--- src/rtl/rsitt_pkg.sv ---
// Shared types and constants of the strength-index threshold trader.
// No dependencies; every other file of the block imports this package.

package rsitt_pkg;

   // Field widths fixed by the register map and the result word
   localparam int CSR_IDX_W  = 2;
   localparam int CSR_DATA_W = 16;
   localparam int WLEN_W     = 7;
   localparam int LEVEL_W    = 7;
   localparam int MAXPOS_W   = 16;
   localparam int POS_W      = 17;
   localparam int CASH_W     = 48;
   localparam int ACTION_W   = 2;

   // Register indexes
   localparam logic [CSR_IDX_W-1:0] CSR_WINDOW_LENGTH    = 2'd0;
   localparam logic [CSR_IDX_W-1:0] CSR_MAX_POSITION     = 2'd1;
   localparam logic [CSR_IDX_W-1:0] CSR_OVERSOLD_LEVEL   = 2'd2;
   localparam logic [CSR_IDX_W-1:0] CSR_OVERBOUGHT_LEVEL = 2'd3;

   // Register reset values
   localparam int                    WLEN_RESET       = 13;
   localparam logic [MAXPOS_W-1:0]   MAXPOS_RESET     = 16'd100;
   localparam logic [LEVEL_W-1:0]    OVERSOLD_RESET   = 7'd30;
   localparam logic [LEVEL_W-1:0]    OVERBOUGHT_RESET = 7'd70;

   // Full scale of the index in percent
   localparam logic [LEVEL_W-1:0]    HUNDRED          = 7'd100;

   // Order placed for one day
   typedef enum logic [ACTION_W-1:0] {
      ACT_NONE = 2'd0,
      ACT_BUY  = 2'd1,
      ACT_SELL = 2'd2
   } action_type;

   // Per-cell control of the difference chain
   typedef struct packed {
      logic shift;    // a new difference enters this cycle
      logic load;     // this cell is the entry point
      logic follow;   // this cell takes its neighbor's value
   } cell_ctl_type;

   // Trading limits seen by the decision stages
   typedef struct packed {
      logic [MAXPOS_W-1:0] max_position;
      logic [LEVEL_W-1:0]  oversold_level;
      logic [LEVEL_W-1:0]  overbought_level;
   } trade_cfg_type;

   // Load strobes of the stages behind the window
   typedef struct packed {
      logic adv2;
      logic adv3;
      logic adv4;
   } stage_adv_type;

endpackage

--- src/rtl/rsitt_trade.sv ---
// Index compare and order stages: products, threshold flags, position and cash.
// Depends on rsitt_pkg; fed by rsitt_window's registered sums.

module rsitt_trade import rsitt_pkg::*; #(
   parameter int PRICE_BITS = 24,
   parameter int SUM_W      = 30
) (
   input  logic                     clock,
   input  logic                     reset,
   input  stage_adv_type            adv,
   input  trade_cfg_type            cfg,
   input  logic [SUM_W-1:0]         s1_gain,
   input  logic [SUM_W-1:0]         s1_loss,
   input  logic                     s1_ready,
   input  logic [PRICE_BITS-1:0]    s1_price,
   input  logic                     s1_in_range,
   input  logic                     s1_final,
   output action_type               action,
   output logic signed [CASH_W-1:0] cash,
   output logic signed [POS_W-1:0]  position,
   output logic                     window_ready,
   output logic                     is_final,
   output logic signed [CASH_W-1:0] close_pnl
);

   localparam int PROD_W = SUM_W + LEVEL_W;
   localparam int MUL_W  = PRICE_BITS + POS_W + 1;
   localparam int WIDE_W = ((MUL_W > CASH_W) ? MUL_W : CASH_W) + 2;

   // Stage 2 registers
   logic [PROD_W-1:0]      prod_gain_ff, prod_os_ff, prod_ob_ff;
   logic                   loss_zero_ff, en2_ff, ready2_ff, final2_ff;
   logic [PRICE_BITS-1:0]  price2_ff;
   // Stage 3 registers
   logic                   below_ff, above_ff, en3_ff, ready3_ff, final3_ff;
   logic [PRICE_BITS-1:0]  price3_ff;
   // Trading state
   logic signed [CASH_W-1:0] cash_bal_ff;
   logic signed [POS_W-1:0]  held_ff;
   // Result word
   action_type               act_ff;
   logic signed [CASH_W-1:0] out_cash_ff, out_pnl_ff;
   logic signed [POS_W-1:0]  out_pos_ff;
   logic                     out_ready_ff, out_final_ff;

   logic [SUM_W-1:0]         total;
   logic                     below, above;
   logic                     buy, sell;
   logic signed [POS_W-1:0]  max_s, held_new;
   logic signed [PRICE_BITS:0] price_s;
   logic signed [MUL_W-1:0]  prod;
   logic signed [WIDE_W-1:0] price_w, cash_w, cash_raw, dprice_w, pnl_raw;
   logic signed [CASH_W-1:0] cash_new, pnl;

   function automatic logic signed [CASH_W-1:0] sat_cash(input logic signed [WIDE_W-1:0] v);
      logic [WIDE_W-CASH_W:0] top;
      logic signed [CASH_W-1:0] res;
      top = v[WIDE_W-1:CASH_W-1];
      if (top == '0 || top == '1) begin
         res = v[CASH_W-1:0];
      end else if (v[WIDE_W-1]) begin
         res = {1'b1, {(CASH_W-1){1'b0}}};
      end else begin
         res = {1'b0, {(CASH_W-1){1'b1}}};
      end
      return res;
   endfunction

   // Stage 2: scale the sums for the division-free compare
   assign total = s1_gain + s1_loss;

   always_ff @(posedge clock) begin
      if (adv.adv2) begin
         prod_gain_ff <= PROD_W'(s1_gain) * PROD_W'(HUNDRED);
         prod_os_ff   <= PROD_W'(cfg.oversold_level) * PROD_W'(total);
         prod_ob_ff   <= PROD_W'(cfg.overbought_level) * PROD_W'(total);
         loss_zero_ff <= (s1_loss == '0);
         en2_ff       <= s1_ready && s1_in_range;
         ready2_ff    <= s1_ready;
         final2_ff    <= s1_final;
         price2_ff    <= s1_price;
      end
   end

   // Stage 3: threshold flags, full scale when there are no losses
   assign below = loss_zero_ff ? (HUNDRED < cfg.oversold_level)
                               : (prod_gain_ff < prod_os_ff);
   assign above = loss_zero_ff ? (HUNDRED > cfg.overbought_level)
                               : (prod_gain_ff > prod_ob_ff);

   always_ff @(posedge clock) begin
      if (adv.adv3) begin
         below_ff  <= below;
         above_ff  <= above;
         en3_ff    <= en2_ff;
         ready3_ff <= ready2_ff;
         final3_ff <= final2_ff;
         price3_ff <= price2_ff;
      end
   end

   // Stage 4: order within the position limit, then close on the final day
   assign max_s    = {1'b0, cfg.max_position};
   assign buy      = en3_ff && below_ff && (held_ff < max_s);
   assign sell     = en3_ff && !buy && above_ff && (held_ff > -max_s);
   assign held_new = buy ? held_ff + POS_W'(1) : (sell ? held_ff - POS_W'(1) : held_ff);

   assign price_w  = WIDE_W'({1'b0, price3_ff});
   assign cash_w   = {{(WIDE_W-CASH_W){cash_bal_ff[CASH_W-1]}}, cash_bal_ff};
   assign cash_raw = buy ? cash_w - price_w : (sell ? cash_w + price_w : cash_w);
   assign cash_new = sat_cash(cash_raw);

   // Held units after the trade times price, built from the held units before it
   assign price_s  = {1'b0, price3_ff};
   assign prod     = held_ff * price_s;
   assign dprice_w = buy ? price_w : (sell ? -price_w : '0);
   assign pnl_raw  = {{(WIDE_W-CASH_W){cash_new[CASH_W-1]}}, cash_new}
                   + {{(WIDE_W-MUL_W){prod[MUL_W-1]}}, prod} + dprice_w;
   assign pnl      = sat_cash(pnl_raw);

   // Trading state
   always_ff @(posedge clock) begin
      if (reset) begin
         cash_bal_ff <= '0;
         held_ff     <= '0;
      end else if (adv.adv4) begin
         cash_bal_ff <= final3_ff ? pnl : cash_new;
         held_ff     <= final3_ff ? '0 : held_new;
      end
   end

   // Result word
   always_ff @(posedge clock) begin
      if (adv.adv4) begin
         act_ff       <= buy ? ACT_BUY : (sell ? ACT_SELL : ACT_NONE);
         out_cash_ff  <= cash_new;
         out_pos_ff   <= held_new;
         out_ready_ff <= ready3_ff;
         out_final_ff <= final3_ff;
         out_pnl_ff   <= final3_ff ? pnl : '0;
      end
   end

   assign action       = act_ff;
   assign cash         = out_cash_ff;
   assign position     = out_pos_ff;
   assign window_ready = out_ready_ff;
   assign is_final     = out_final_ff;
   assign close_pnl    = out_pnl_ff;

endmodule

--- config.mk ---
export PLATFORM = sky130hd
export DESIGN_NAME = rsitt_trade
export DESIGN_NICKNAME = d
export VERILOG_FILES = /design/src/rtl/rsitt_pkg.sv /design/src/rtl/rsitt_trade.sv
export SDC_FILE = /design/constraint.sdc
export NUM_CORES = 2
export LEC_CHECK = 0
export ABC_AREA = 1
export BUFFER_PORTS_ARGS = -buffer_cell sky130_fd_sc_hd__buf_4
export CAP_MARGIN = 5
export CORE_UTILIZATION = 30
export DETAILED_ROUTE_END_ITERATION = 6
export PLACE_DENSITY_LB_ADDON = 0.3
export SLEW_MARGIN = 0
export SYNTH_ARGS = -nofsm -noshare
export SYNTH_HDL_FRONTEND = slang
export SYNTH_SLANG_ARGS = --single-unit
--- constraint.sdc ---
create_clock -name clock -period 10.9 [get_ports clock]
set_input_delay 1.635 -clock clock [delete_from_list [all_inputs] [get_ports clock]]
set_output_delay 1.635 -clock clock [all_outputs]
set_load 0.02 [all_outputs]
==> results.toml <==
[synth]
synth_area_per_cell_um2 = 7.62
yosysSeqAreaShare_pct = 16.9
synthDistinctLibCells = 63
async_reset_ff_share_pct = 0
syn_nets = 8989
ys_ff_latch = 348
synth-edff-count = 283
ys_warn_count = 0
netlist_instances = 7593
synthFlopType = "edfxtp_1"
netlist_area_um2 = 57800

[clock_network]
clockRootBuffer = "clkbuf_16"
h-tree-depth = 2
clkTransAtPathRegs_ns = 0.07
clock_latency_ns = 0.68
cts.sinks = 348
cts_tree = "done"
clock_path_buffers = 3
hold_buffers = 0
numCtsBuffers = 48

[worst_setup_path]
reg2reg_slack_ns = -0.03
reg2regPathDepth = 59
critPathSlowestCell = "fa_1"
path_common_cell = "fa_1"
critPathLaunchType = "input port"
timing.rr.start = "price3_ff[2]"
required_ns = 11.49
regToRegEndpoint = "cash_bal_ff[1]"
crit_fanout = 5
crit_type = "input port to flop"
cp_data_arrival_time_ns = 12.19
max_stage_delay_ns = 0.52
endpoint_kind = "flop"

[worst_hold_path]
whs_endpoint = "price3_ff[1]"
hold_start = "price2_ff[1]"
min_path_type = "flop to flop"
hold_depth = 0

[cells_and_area]
fin_util_pct = 37.8
num-nets-final = 9840
area_growth_pct = 24.7
most-common-layout-cells = "1714 x nand2_1, 1454 x inv_1, 983 x buf_4, 669 x fa_1, 553 x ha_1"
stdcell_area_um2 = 72100
layout_commonest_cell = "nand2_1"
drive_gt1_share_pct = 20.0

[route]
drtIter0Drc = 4016
vias_per_cell = 5.00
vias = 54980
firstDrtPassIters = 6
avgRoutedWirePerCell_um = 23.0
drc = 0
ant_nets = 0
wirelength_um = 253000

[floorplan]
core_um2 = 191000
rows = 160
ios = 239
die_x_um = 441
start_util_pct = 30.3
die_h_um = 441
die_area_um2 = 195000

[grt]
antenna_found_initial = 10
grt_usage_pct = 25.7
grt_max_degree = 138
gr-total-overflow = 0
grt_pass1_wl_um = 366000
grt_pass1_vias = 56216

[pwr]
p_per_area_nw_per_um2 = 367
ir_drop_mv = 0.341
p_leak_uw = 0.0367

[job]
max_cap_violations = 0

[outcome]
outcome = "complete, but fails checks"
violations = "setup timing"

[timing]
tightest_slew_ns = 1.15
finalCritPeriodShare_pct = 106
setup_viol = 96
tns_ns = -56.59
fin_skew_ns = 0.0378
timing.fmax_mhz = 86.2
rsz0062_at_grt = "yes"
max_slew_margin_pct = 23.5
hold_violations = 0
final.min_clock_period_ns = 11.60
finalMaxSlewViolations = 0
worst_slack_ns = -0.702

[place]
dpl_cell_area_um2 = 68000
dp_hpwl_um = 210000
portBuffers = 238
routabilityCongestion = 1.03
synth_stat cells (all sizes together) (2+ instances only):
library cell | n | area share [%]
nand2 | 1842 | 12
inv | 1511 | 9.8
fa | 679 | 24
ha | 595 | 13
nor2 | 529 | 3.5
a21oi | 502 | 4.4
nand3 | 311 | 2.8
edfxtp | 283 | 15
o21ai | 227 | 2.0
xor2 | 216 | 3.3
clkbuf | 164 | 1.1
or2 | 104 | 1.1
buf | 99 | 0.97
nor3 | 87 | 0.78
nand4 | 69 | 0.76
dfxtp | 65 | 2.3
xnor2 | 57 | 0.86
nor4 | 35 | 0.38
a31oi | 30 | 0.32
o21bai | 29 | 0.38
a21o | 28 | 0.36
o211ai | 23 | 0.30
o21a | 21 | 0.27
o221ai | 18 | 0.27
a21boi | 14 | 0.18
clkinv | 7 | 0.052
o2111ai | 6 | 0.091
a211oi | 5 | 0.065
nor3b | 4 | 0.052
o22ai | 4 | 0.043
a31o | 3 | 0.045
mux2i | 3 | 0.052
nor4b | 3 | 0.045
o31ai | 3 | 0.039
a2111oi | 2 | 0.030
a22oi | 2 | 0.026
a311oi | 2 | 0.030
and3 | 2 | 0.022
nand3b | 2 | 0.026
o211a | 2 | 0.035
critical path, delay by kind of cell:
kind / cells / cell delay (ns)
compound gates: 11 / 1.95
buf+inv: 15 / 1.44
fa+ha+maj: 9 / 3.48
xor+xnor: 2 / 0.34
simple gates: 30 / 3.32
how the worst max path moves through the flow:
stage | startpoint | end | slack, ns | depth (start not counted)
final | cfg[16] | cash_bal_ff[1] | -0.70 | 67
after global routing | cfg[15] | cash_bal_ff[12] | -1.21 | 74
after CTS | cfg[15] | cash_bal_ff[4] | -0.66 | 71
after detailed placement | cfg[15] | cash_bal_ff[35] | -2.17 | 65
after global placement | cfg[15] | cash_bal_ff[35] | -2.19 | 64
after floorplan | cfg[15] | close_pnl[40] | -0.15 | 74
state kept, by name (all words and copies together), names as in the netlist, 2 cells and up:
register,cells
prod_ob_ff,37
price2_ff,24
held_ff,17
close_pnl,48
prod_os_ff,37
action,2
position,17
prod_gain_ff,35
price3_ff,24
cash_bal_ff,48
cash,48
cell type report:
class	instances	area (um2)
fill	19841	119000
clock buffer	61	1310
sequential	348	9800
inverter	1518	5740
timing repair buffer	1063	8690
antenna	5	12.5
multi-input combinational	5465	43100
clock inverter	29	327
tap	2511	3140
per-layer routing:
metal	vias to the layer above	track usage [%]	share of wire (%)
li1	25460	-	-
met1	27168	30.6	39
met2	1881	44.0	48
met3	467	3.48	6.0
met4	4	15.3	7.0
met5	-	0	0.012
metrics by stage:
| stage | setup slack [ns] | total power (uW) | cells | hold WS (ns) |
|---|---|---|---|---|
| final | -0.702 | 26500 | 11000 | 0.397 |
| after global routing | -1.21 | 28300 | 10999 | 0.416 |
| after CTS | -0.660 | 25800 | 10969 | 0.403 |
| after detailed placement | -2.17 | 23000 | 10829 | 0.405 |
| after global placement | -2.19 | 22900 | 10829 | 0.404 |
| after floorplan | -0.150 | 13700 | 7593 | 0.400 |
where the power goes:
group	total, uW	internal [uW]	switching, uW
clock	1680	976	709
combinational	21900	8920	13000
sequential	2880	2430	457
total	26500	12300	14200
repair_timing:
| action | in CTS | in global routing |
|---|---|---|
| buffers inserted | 52 | 30 |
| pin swaps | 200 | 165 |
| endpoints found under the hold margin | 0 | 0 |
| cloned | 6 | 2 |
| setup endpoints to repair | 96 | 96 |
| resized for setup | 273 | 187 |
logic make-up (layout without fill, tap and decap cells):
| kind of cell | after synthesis | count (layout) | share of synthesized area (%) |
|---|---|---|---|
| buffers and inverters | 1781 | 2671 | 11.9 |
| XOR/XNOR | 273 | 273 | 4.14 |
| AO/OA/AOI/OAI | 925 | 925 | 8.91 |
| adder cells (fa/ha/maj) | 1274 | 1274 | 36.4 |
| AND/OR/NAND/NOR | 2989 | 2990 | 21.7 |
| other | 0 | 5 | 0 |
| flip-flops | 348 | 348 | 16.9 |
| multiplexers | 3 | 3 | 0.0519 |
Note: power is estimated with default switching activity, not from simulation.
