<file path="config.mk">
export PLATFORM = sky130hd
export DESIGN_NAME = rsitt_window
export DESIGN_NICKNAME = d
export VERILOG_FILES = /design/src/rtl/rsitt_pkg.sv /design/src/rtl/rsitt_cell.sv /design/src/rtl/rsitt_window.sv
export SDC_FILE = /design/constraint.sdc
export NUM_CORES = 2
export LEC_CHECK = 0
export ABC_CLOCK_PERIOD_IN_PS = 8130
export BUFFER_PORTS_ARGS = -buffer_cell sky130_fd_sc_hd__buf_2
export CAP_MARGIN = 15
export CORE_ASPECT_RATIO = 0.75
export CORE_MARGIN = 2
export CORE_UTILIZATION = 35
export CTS_CLUSTER_DIAMETER = 50
export CTS_CLUSTER_SIZE = 28
export DETAILED_ROUTE_END_ITERATION = 8
export HOLD_SLACK_MARGIN = 0.1
export PLACE_DENSITY = 0.57
export REMOVE_ABC_BUFFERS = 1
export SYNTH_ARGS = -nofsm -noshare
export SYNTH_HDL_FRONTEND = slang
export SYNTH_SLANG_ARGS = --single-unit
</file>
<file path="constraint.sdc">
create_clock -name clock -period 8.13 [get_ports clock]
set_input_delay 0.813 -clock clock [delete_from_list [all_inputs] [get_ports clock]]
set_output_delay 0.813 -clock clock [all_outputs]
set_load 0.005 [all_outputs]
</file>
<file path="src/rtl/rsitt_pkg.sv">
// Shared types and constants of the strength-index threshold trader.
// No dependencies; every other file of the block imports this package.

package rsitt_pkg;

   // Field widths fixed by the register map and the result word
   localparam int CSR_IDX_W  = 2;
   localparam int CSR_DATA_W = 16;
   localparam int WLEN_W     = 7;
   localparam int LEVEL_W    = 7;
   localparam int MAXPOS_W   = 16;
   localparam int POS_W      = 17;
   localparam int CASH_W     = 48;
   localparam int ACTION_W   = 2;

   // Register indexes
   localparam logic [CSR_IDX_W-1:0] CSR_WINDOW_LENGTH    = 2'd0;
   localparam logic [CSR_IDX_W-1:0] CSR_MAX_POSITION     = 2'd1;
   localparam logic [CSR_IDX_W-1:0] CSR_OVERSOLD_LEVEL   = 2'd2;
   localparam logic [CSR_IDX_W-1:0] CSR_OVERBOUGHT_LEVEL = 2'd3;

   // Register reset values
   localparam int                    WLEN_RESET       = 13;
   localparam logic [MAXPOS_W-1:0]   MAXPOS_RESET     = 16'd100;
   localparam logic [LEVEL_W-1:0]    OVERSOLD_RESET   = 7'd30;
   localparam logic [LEVEL_W-1:0]    OVERBOUGHT_RESET = 7'd70;

   // Full scale of the index in percent
   localparam logic [LEVEL_W-1:0]    HUNDRED          = 7'd100;

   // Order placed for one day
   typedef enum logic [ACTION_W-1:0] {
      ACT_NONE = 2'd0,
      ACT_BUY  = 2'd1,
      ACT_SELL = 2'd2
   } action_type;

   // Per-cell control of the difference chain
   typedef struct packed {
      logic shift;    // a new difference enters this cycle
      logic load;     // this cell is the entry point
      logic follow;   // this cell takes its neighbor's value
   } cell_ctl_type;

   // Trading limits seen by the decision stages
   typedef struct packed {
      logic [MAXPOS_W-1:0] max_position;
      logic [LEVEL_W-1:0]  oversold_level;
      logic [LEVEL_W-1:0]  overbought_level;
   } trade_cfg_type;

   // Load strobes of the stages behind the window
   typedef struct packed {
      logic adv2;
      logic adv3;
      logic adv4;
   } stage_adv_type;

endpackage

</file>
<file path="src/rtl/rsitt_cell.sv">
// One cell of the price-difference chain: holds one difference and passes it on.
// Depends on rsitt_pkg for the cell control struct.

module rsitt_cell import rsitt_pkg::*; #(
   parameter int WIDTH = 25
) (
   input  logic             clock,
   input  cell_ctl_type     ctl,
   input  logic [WIDTH-1:0] load_data,
   input  logic [WIDTH-1:0] neighbor,
   output logic [WIDTH-1:0] cell_out
);

   logic [WIDTH-1:0] diff_ff;

   // Take the new difference at the entry point, else move the neighbor's along
   always_ff @(posedge clock) begin
      if (ctl.shift) begin
         if (ctl.load) begin
            diff_ff <= load_data;
         end else if (ctl.follow) begin
            diff_ff <= neighbor;
         end
      end
   end

   assign cell_out = diff_ff;

endmodule

</file>
<file path="src/rtl/rsitt_window.sv">
// Sliding window of price differences with running gain and loss sums.
// Depends on rsitt_pkg and rsitt_cell; holds the first pipeline register.

module rsitt_window import rsitt_pkg::*; #(
   parameter int WINDOW_MAX = 64,
   parameter int PRICE_BITS = 24,
   localparam int NW        = $clog2(WINDOW_MAX + 1),
   localparam int SUM_W     = PRICE_BITS + $clog2(WINDOW_MAX)
) (
   input  logic                  clock,
   input  logic                  reset,
   input  logic                  accept,
   input  logic                  clear,
   input  logic [NW-1:0]         wlen_n,
   input  logic [PRICE_BITS-1:0] price,
   input  logic                  in_range,
   input  logic                  final_day,
   output logic [SUM_W-1:0]      s1_gain,
   output logic [SUM_W-1:0]      s1_loss,
   output logic                  s1_ready,
   output logic [PRICE_BITS-1:0] s1_price,
   output logic                  s1_in_range,
   output logic                  s1_final
);

   localparam int DW    = PRICE_BITS + 1;
   localparam int IDX_W = $clog2(WINDOW_MAX);

   logic [PRICE_BITS-1:0] prev_price_ff;
   logic                  have_prev_ff;
   logic [NW-1:0]         fill_ff, fill_in;
   logic [SUM_W-1:0]      gain_ff, gain_in;
   logic [SUM_W-1:0]      loss_ff, loss_in;
   logic [SUM_W-1:0]      gain_q_ff, loss_q_ff;
   logic                  ready_q_ff;
   logic [PRICE_BITS-1:0] price_q_ff;
   logic                  in_range_q_ff, final_q_ff;

   logic                  step;
   logic                  full;
   logic [DW-1:0]         diff_new, diff_neg, old_neg;
   logic [DW-1:0]         diff_old;
   logic [NW-1:0]         entry_full;
   logic [IDX_W-1:0]      entry;
   logic [SUM_W-1:0]      add_gain, add_loss, sub_gain, sub_loss;
   logic [DW-1:0]         cell_q [WINDOW_MAX];

   // Difference of this price to the last one
   assign step     = accept && have_prev_ff;
   assign full     = (fill_ff >= wlen_n);
   assign diff_new = {1'b0, price} - {1'b0, prev_price_ff};
   assign diff_neg = -diff_new;
   assign diff_old = cell_q[WINDOW_MAX-1];
   assign old_neg  = -diff_old;

   // Entry point: a difference reaches the last cell after wlen_n steps
   assign entry_full = NW'(WINDOW_MAX) - wlen_n;
   assign entry      = entry_full[IDX_W-1:0];

   // Build the chain
   for (genvar i = 0; i < WINDOW_MAX; i++) begin : g_chain
      cell_ctl_type   ctl;
      logic [DW-1:0]  nb;

      assign ctl.shift  = step;
      assign ctl.load   = (IDX_W'(i) == entry);
      assign ctl.follow = (IDX_W'(i) > entry);

      if (i == 0) begin : g_head
         assign nb = '0;
      end else begin : g_link
         assign nb = cell_q[i-1];
      end

      rsitt_cell #(
         .WIDTH (DW)
      ) u_cell (
         .clock     (clock),
         .ctl       (ctl),
         .load_data (diff_new),
         .neighbor  (nb),
         .cell_out  (cell_q[i])
      );
   end

   // Sum terms: add the new difference, drop the one leaving the window
   always_comb begin
      add_gain = '0;
      add_loss = '0;
      sub_gain = '0;
      sub_loss = '0;
      if (step) begin
         if (diff_new[DW-1]) begin
            add_loss = SUM_W'(diff_neg[PRICE_BITS-1:0]);
         end else begin
            add_gain = SUM_W'(diff_new[PRICE_BITS-1:0]);
         end
         if (full) begin
            if (diff_old[DW-1]) begin
               sub_loss = SUM_W'(old_neg[PRICE_BITS-1:0]);
            end else begin
               sub_gain = SUM_W'(diff_old[PRICE_BITS-1:0]);
            end
         end
      end
   end

   assign gain_in = gain_ff + add_gain - sub_gain;
   assign loss_in = loss_ff + add_loss - sub_loss;
   assign fill_in = (step && !full) ? fill_ff + NW'(1) : fill_ff;

   // Window state: clear on a window length write, advance on each word
   always_ff @(posedge clock) begin
      if (reset) begin
         prev_price_ff <= '0;
         have_prev_ff  <= 1'b0;
         fill_ff       <= '0;
         gain_ff       <= '0;
         loss_ff       <= '0;
      end else if (clear) begin
         fill_ff       <= '0;
         gain_ff       <= '0;
         loss_ff       <= '0;
      end else if (accept) begin
         prev_price_ff <= price;
         have_prev_ff  <= 1'b1;
         fill_ff       <= fill_in;
         gain_ff       <= gain_in;
         loss_ff       <= loss_in;
      end
   end

   // First pipeline register
   always_ff @(posedge clock) begin
      if (accept) begin
         gain_q_ff     <= gain_in;
         loss_q_ff     <= loss_in;
         ready_q_ff    <= (fill_in >= wlen_n);
         price_q_ff    <= price;
         in_range_q_ff <= in_range;
         final_q_ff    <= final_day;
      end
   end

   assign s1_gain     = gain_q_ff;
   assign s1_loss     = loss_q_ff;
   assign s1_ready    = ready_q_ff;
   assign s1_price    = price_q_ff;
   assign s1_in_range = in_range_q_ff;
   assign s1_final    = final_q_ff;

   a_fill_bound: assert property (@(posedge clock) disable iff (reset)
      fill_ff <= wlen_n)
      else $error("fill count beyond window length");

   a_empty_sums: assert property (@(posedge clock) disable iff (reset)
      (fill_ff == '0) |-> (gain_ff == '0 && loss_ff == '0))
      else $error("sums nonzero with empty window");

   a_first_price: assert property (@(posedge clock) disable iff (reset)
      !have_prev_ff |-> (fill_ff == '0))
      else $error("difference counted before first price");

endmodule

</file>
==> results.sh <==
export IMPL_required_ns=8.66
export IMPL_grt_max_degree=82
export IMPL_maxSlewHeadroom_pct=27.65
export IMPL_syn_to_final_growth_pct=11.06
export IMPL_pre_cts_ws_ns=0.5360
export IMPL_synth_most_common_cell="nand2_1"
export IMPL_cp_depth=27
export IMPL_path_clk_slew_ns=0.09
export IMPL_io_buffer_count=123
export IMPL_drt_first_pass_iters=6
export IMPL_ys_ff_latch=1779
export IMPL_irDropWorstVdd_mv=0.2087
export IMPL_setup_viol=0
export IMPL_synthTopCellsByCount="nand2_1, edfxtp_1, o21ai_0"
export IMPL_tightest_slew_ns=1.085
export IMPL_design_core_area_mm2=0.2230
export IMPL_startpoint_type="flop"
export IMPL_avgViaCountPerCell=5.227
export IMPL_post_cts_setup_buffers=0
export IMPL_crit_slowest_cell="o31ai_1"
export IMPL_synth_edf_count=1687
export IMPL_p_leak_nw=32.62
export IMPL_hold_viol_final=0
export IMPL_synth_area_leader_cell="edfxtp_1"
export IMPL_cts_sinks=1779
export IMPL_num_rows=150
export IMPL_via_count=52070
export IMPL_fin_crit_ns=6.978
export IMPL_p_int_mw=15.19
export IMPL_drtAntennaViolNets=0
export IMPL_yosysUniqueCellTypes=89
export IMPL_syn_area_per_cell_um2=11.19
export IMPL_fin_ws_ns=1.152
export IMPL_routabilityCongestion=0.8628
export IMPL_overflow=0
export IMPL_critPathTopFamily="compound AO/OA/AOI/OAI gates"
export IMPL_grt_pass1_wl_mm=307.4
export IMPL_ff2ff_path_depth=27
export IMPL_wirelength_mm=200.0
export IMPL_yosys_top_cells_area="edfxtp_1, o21ai_0, nand2_1"
export IMPL_power_mw=22.12
export IMPL_maxSlewViolCount=0
export IMPL_ys_flop_type="edfxtp_1"
export IMPL_h_tree_depth=3
export IMPL_cts_resized=0
export IMPL_fillers=21460
export IMPL_power_switching_share_pct=31.31
export IMPL_p_sw_mw=6.924
export IMPL_combPwrFrac_pct=21.0
export IMPL_synth_top_area_share_pct=64.54
export IMPL_dieArea_mm2=0.2281
export IMPL_cpMostUsedCell="buf_4"
export IMPL_whs_path_depth=1
export IMPL_ioPinCount=124
export IMPL_cts_buffers=120
export IMPL_cts_buffer_depth=3
export IMPL_cap_violations=0
export IMPL_ys_seq_area_share_pct=66.89
export IMPL_die_h_um=414.1
export IMPL_seqPwrFrac_pct=48.3
export IMPL_clock_latency_ns=0.80
export IMPL_grt_pass1_vias=49760
export IMPL_ctsHoldBuffers=0
export IMPL_synthCells=7013
export IMPL_async_reset_ff_share_pct=0
export IMPL_rsz0062_at_grt="no"
export IMPL_status="finished, final reports clean"
export IMPL_dp_hpwl_mm=120.1
export IMPL_cp_data_arrival_time_ns=7.51
export IMPL_yosys_warnings=0
export IMPL_clockPowerShare_pct=30.7
export IMPL_start_util_pct=35.20
export IMPL_max_freq_ghz=0.1433
export IMPL_fin_skew_ns=0.05870
export IMPL_drcViolationCount=0
export IMPL_tritoncts="done"
export IMPL_first_iter_violations=5289
export IMPL_path_class="flop to flop"
export IMPL_cts_root_buf="clkbuf_16"
export IMPL_antenna_found_initial=16
export IMPL_path_buf_inv=4
export IMPL_layout_drive_gt1_share_pct=9.377
export IMPL_critPathMaxStageDelay_ns=0.53
export IMPL_fin_crit_sh_pct=85.83
export IMPL_cp_end_kind="flop"
export IMPL_grt_usage_pct=17.24
export IMPL_p_per_area_mw_per_mm2=253.7
export IMPL_die_x_um=550.8
export IMPL_hold_path_class="input pin to flop"
export IMPL_path_max_fanout=19
export IMPL_synth_area_mm2=0.07849
export IMPL_wl_per_cell_um=20.08
export IMPL_fin_nets=7079
metal layers:
metal	part of all wire, %	global-route usage, %
met1	47	25.78
met2	44	26.30
met5	0	0
met4	1.9	3.451
met3	7.0	2.841
final timing paths:
check | from | endpoint | slack, ns
max | prev_price_ff[0]$_SDFFE_PP0P_ | s1_gain[29]$_DFFE_PP_ | 1.15
min | in_range | s1_in_range$_DFFE_PP_ | 0.19
max reg2reg | prev_price_ff[0]$_SDFFE_PP0P_ | s1_gain[29]$_DFFE_PP_ | 1.15
min reg2reg | prev_price_ff[17]$_SDFFE_PP0P_ | prev_price_ff[17]$_SDFFE_PP0P_ | 0.46
cells in the final DEF (no fill, tap or decap), types with 31 or more instances in the layout:
| cell | synthesis | final |
|---|---|---|
| a21o_1 | 54 | 53 |
| mux2i_1 | 51 | 51 |
| fa_1 | 49 | 48 |
| dfxtp_1 | 92 | 92 |
| nand2_1 | 1751 | 1748 |
| and2_1 | 33 | 33 |
| xnor2_1 | 78 | 68 |
| nor2_1 | 193 | 175 |
| buf_2 | 10 | 122 |
| xor2_1 | 40 | 35 |
| o21ai_0 | 1547 | 1547 |
| o21ai_1 | 75 | 75 |
| nand3_1 | 61 | 61 |
| edfxtp_1 | 1687 | 1687 |
| ha_1 | 104 | 103 |
| buf_4 | 7 | 188 |
| a21oi_2 | 1 | 31 |
| inv_1 | 211 | 211 |
| clkbuf_16 | 0 | 122 |
| a21oi_1 | 121 | 90 |
| nand2b_1 | 39 | 39 |
area by class of cell:
cell class	count	area [um^2]	area share, %
Timing Repair Buffer	317	2163	2.482
Clock inverter	101	1311	1.504
Inverter	211	792.0	0.9086
Clock buffer	128	3085	3.540
Multi-Input combinational cell	4460	23600	27.08
Antenna cell	2	5.005	0.005741
Tap cell	2964	3709	4.254
Sequential cell	1779	52500	60.23
kinds of logic after synthesis:
group	count (synthesis)	synth area share, %
muxes	52	0.6647
and+or+nand+nor	2225	11.53
xor gates and xnor gates	122	1.400
DFF	1779	66.89
buffers and inverters	774	3.751
AOI/OAI and AO/OA	1908	12.86
adders and majority gates	153	2.908
through the flow:
step / cells / area, um^2 / hold slack [ns] / util [%] / setup TNS (ns)
2_1_floorplan: 6450 / 76340 / 0.4303 / - / -0.1827
3_3_place_gp: 9725 / 82640 / 0.4437 / 37.06 / 0
3_5_place_dp: 9728 / 82700 / 0.4502 / 37.09 / 0
4_1_cts: 9957 / 87090 / 0.1365 / 39.06 / 0
5_1_grt: 9960 / 87160 / 0.1590 / 39.09 / 0
6_report: 9962 / 87170 / 0.1931 / 39.10 / 0
sequential cells by signal, summed over array words and instances (netlist names):
name	count
s1_gain	30
prev_price_ff	24
g_chain.u_cell.cell_out	1600
s1_final	1
s1_price	24
fill_ff	7
gain_ff	30
s1_loss	30
loss_ff	30
s1_in_range	1
have_prev_ff	1
s1_ready	1
power groups by stage:
| stage | logic, mW | registers, mW | clock network [mW] |
|---|---|---|---|
| after floorplan | 2.82 | 10.9 | 0 |
| after global placement | 4.56 | 10.9 | 0 |
| after detailed placement | 4.61 | 10.9 | 0 |
| after CTS | 4.63 | 10.7 | 6.92 |
| after global routing | 5.10 | 10.7 | 7.24 |
| final | 4.65 | 10.7 | 6.78 |
(Power assumes the default switching activity.)
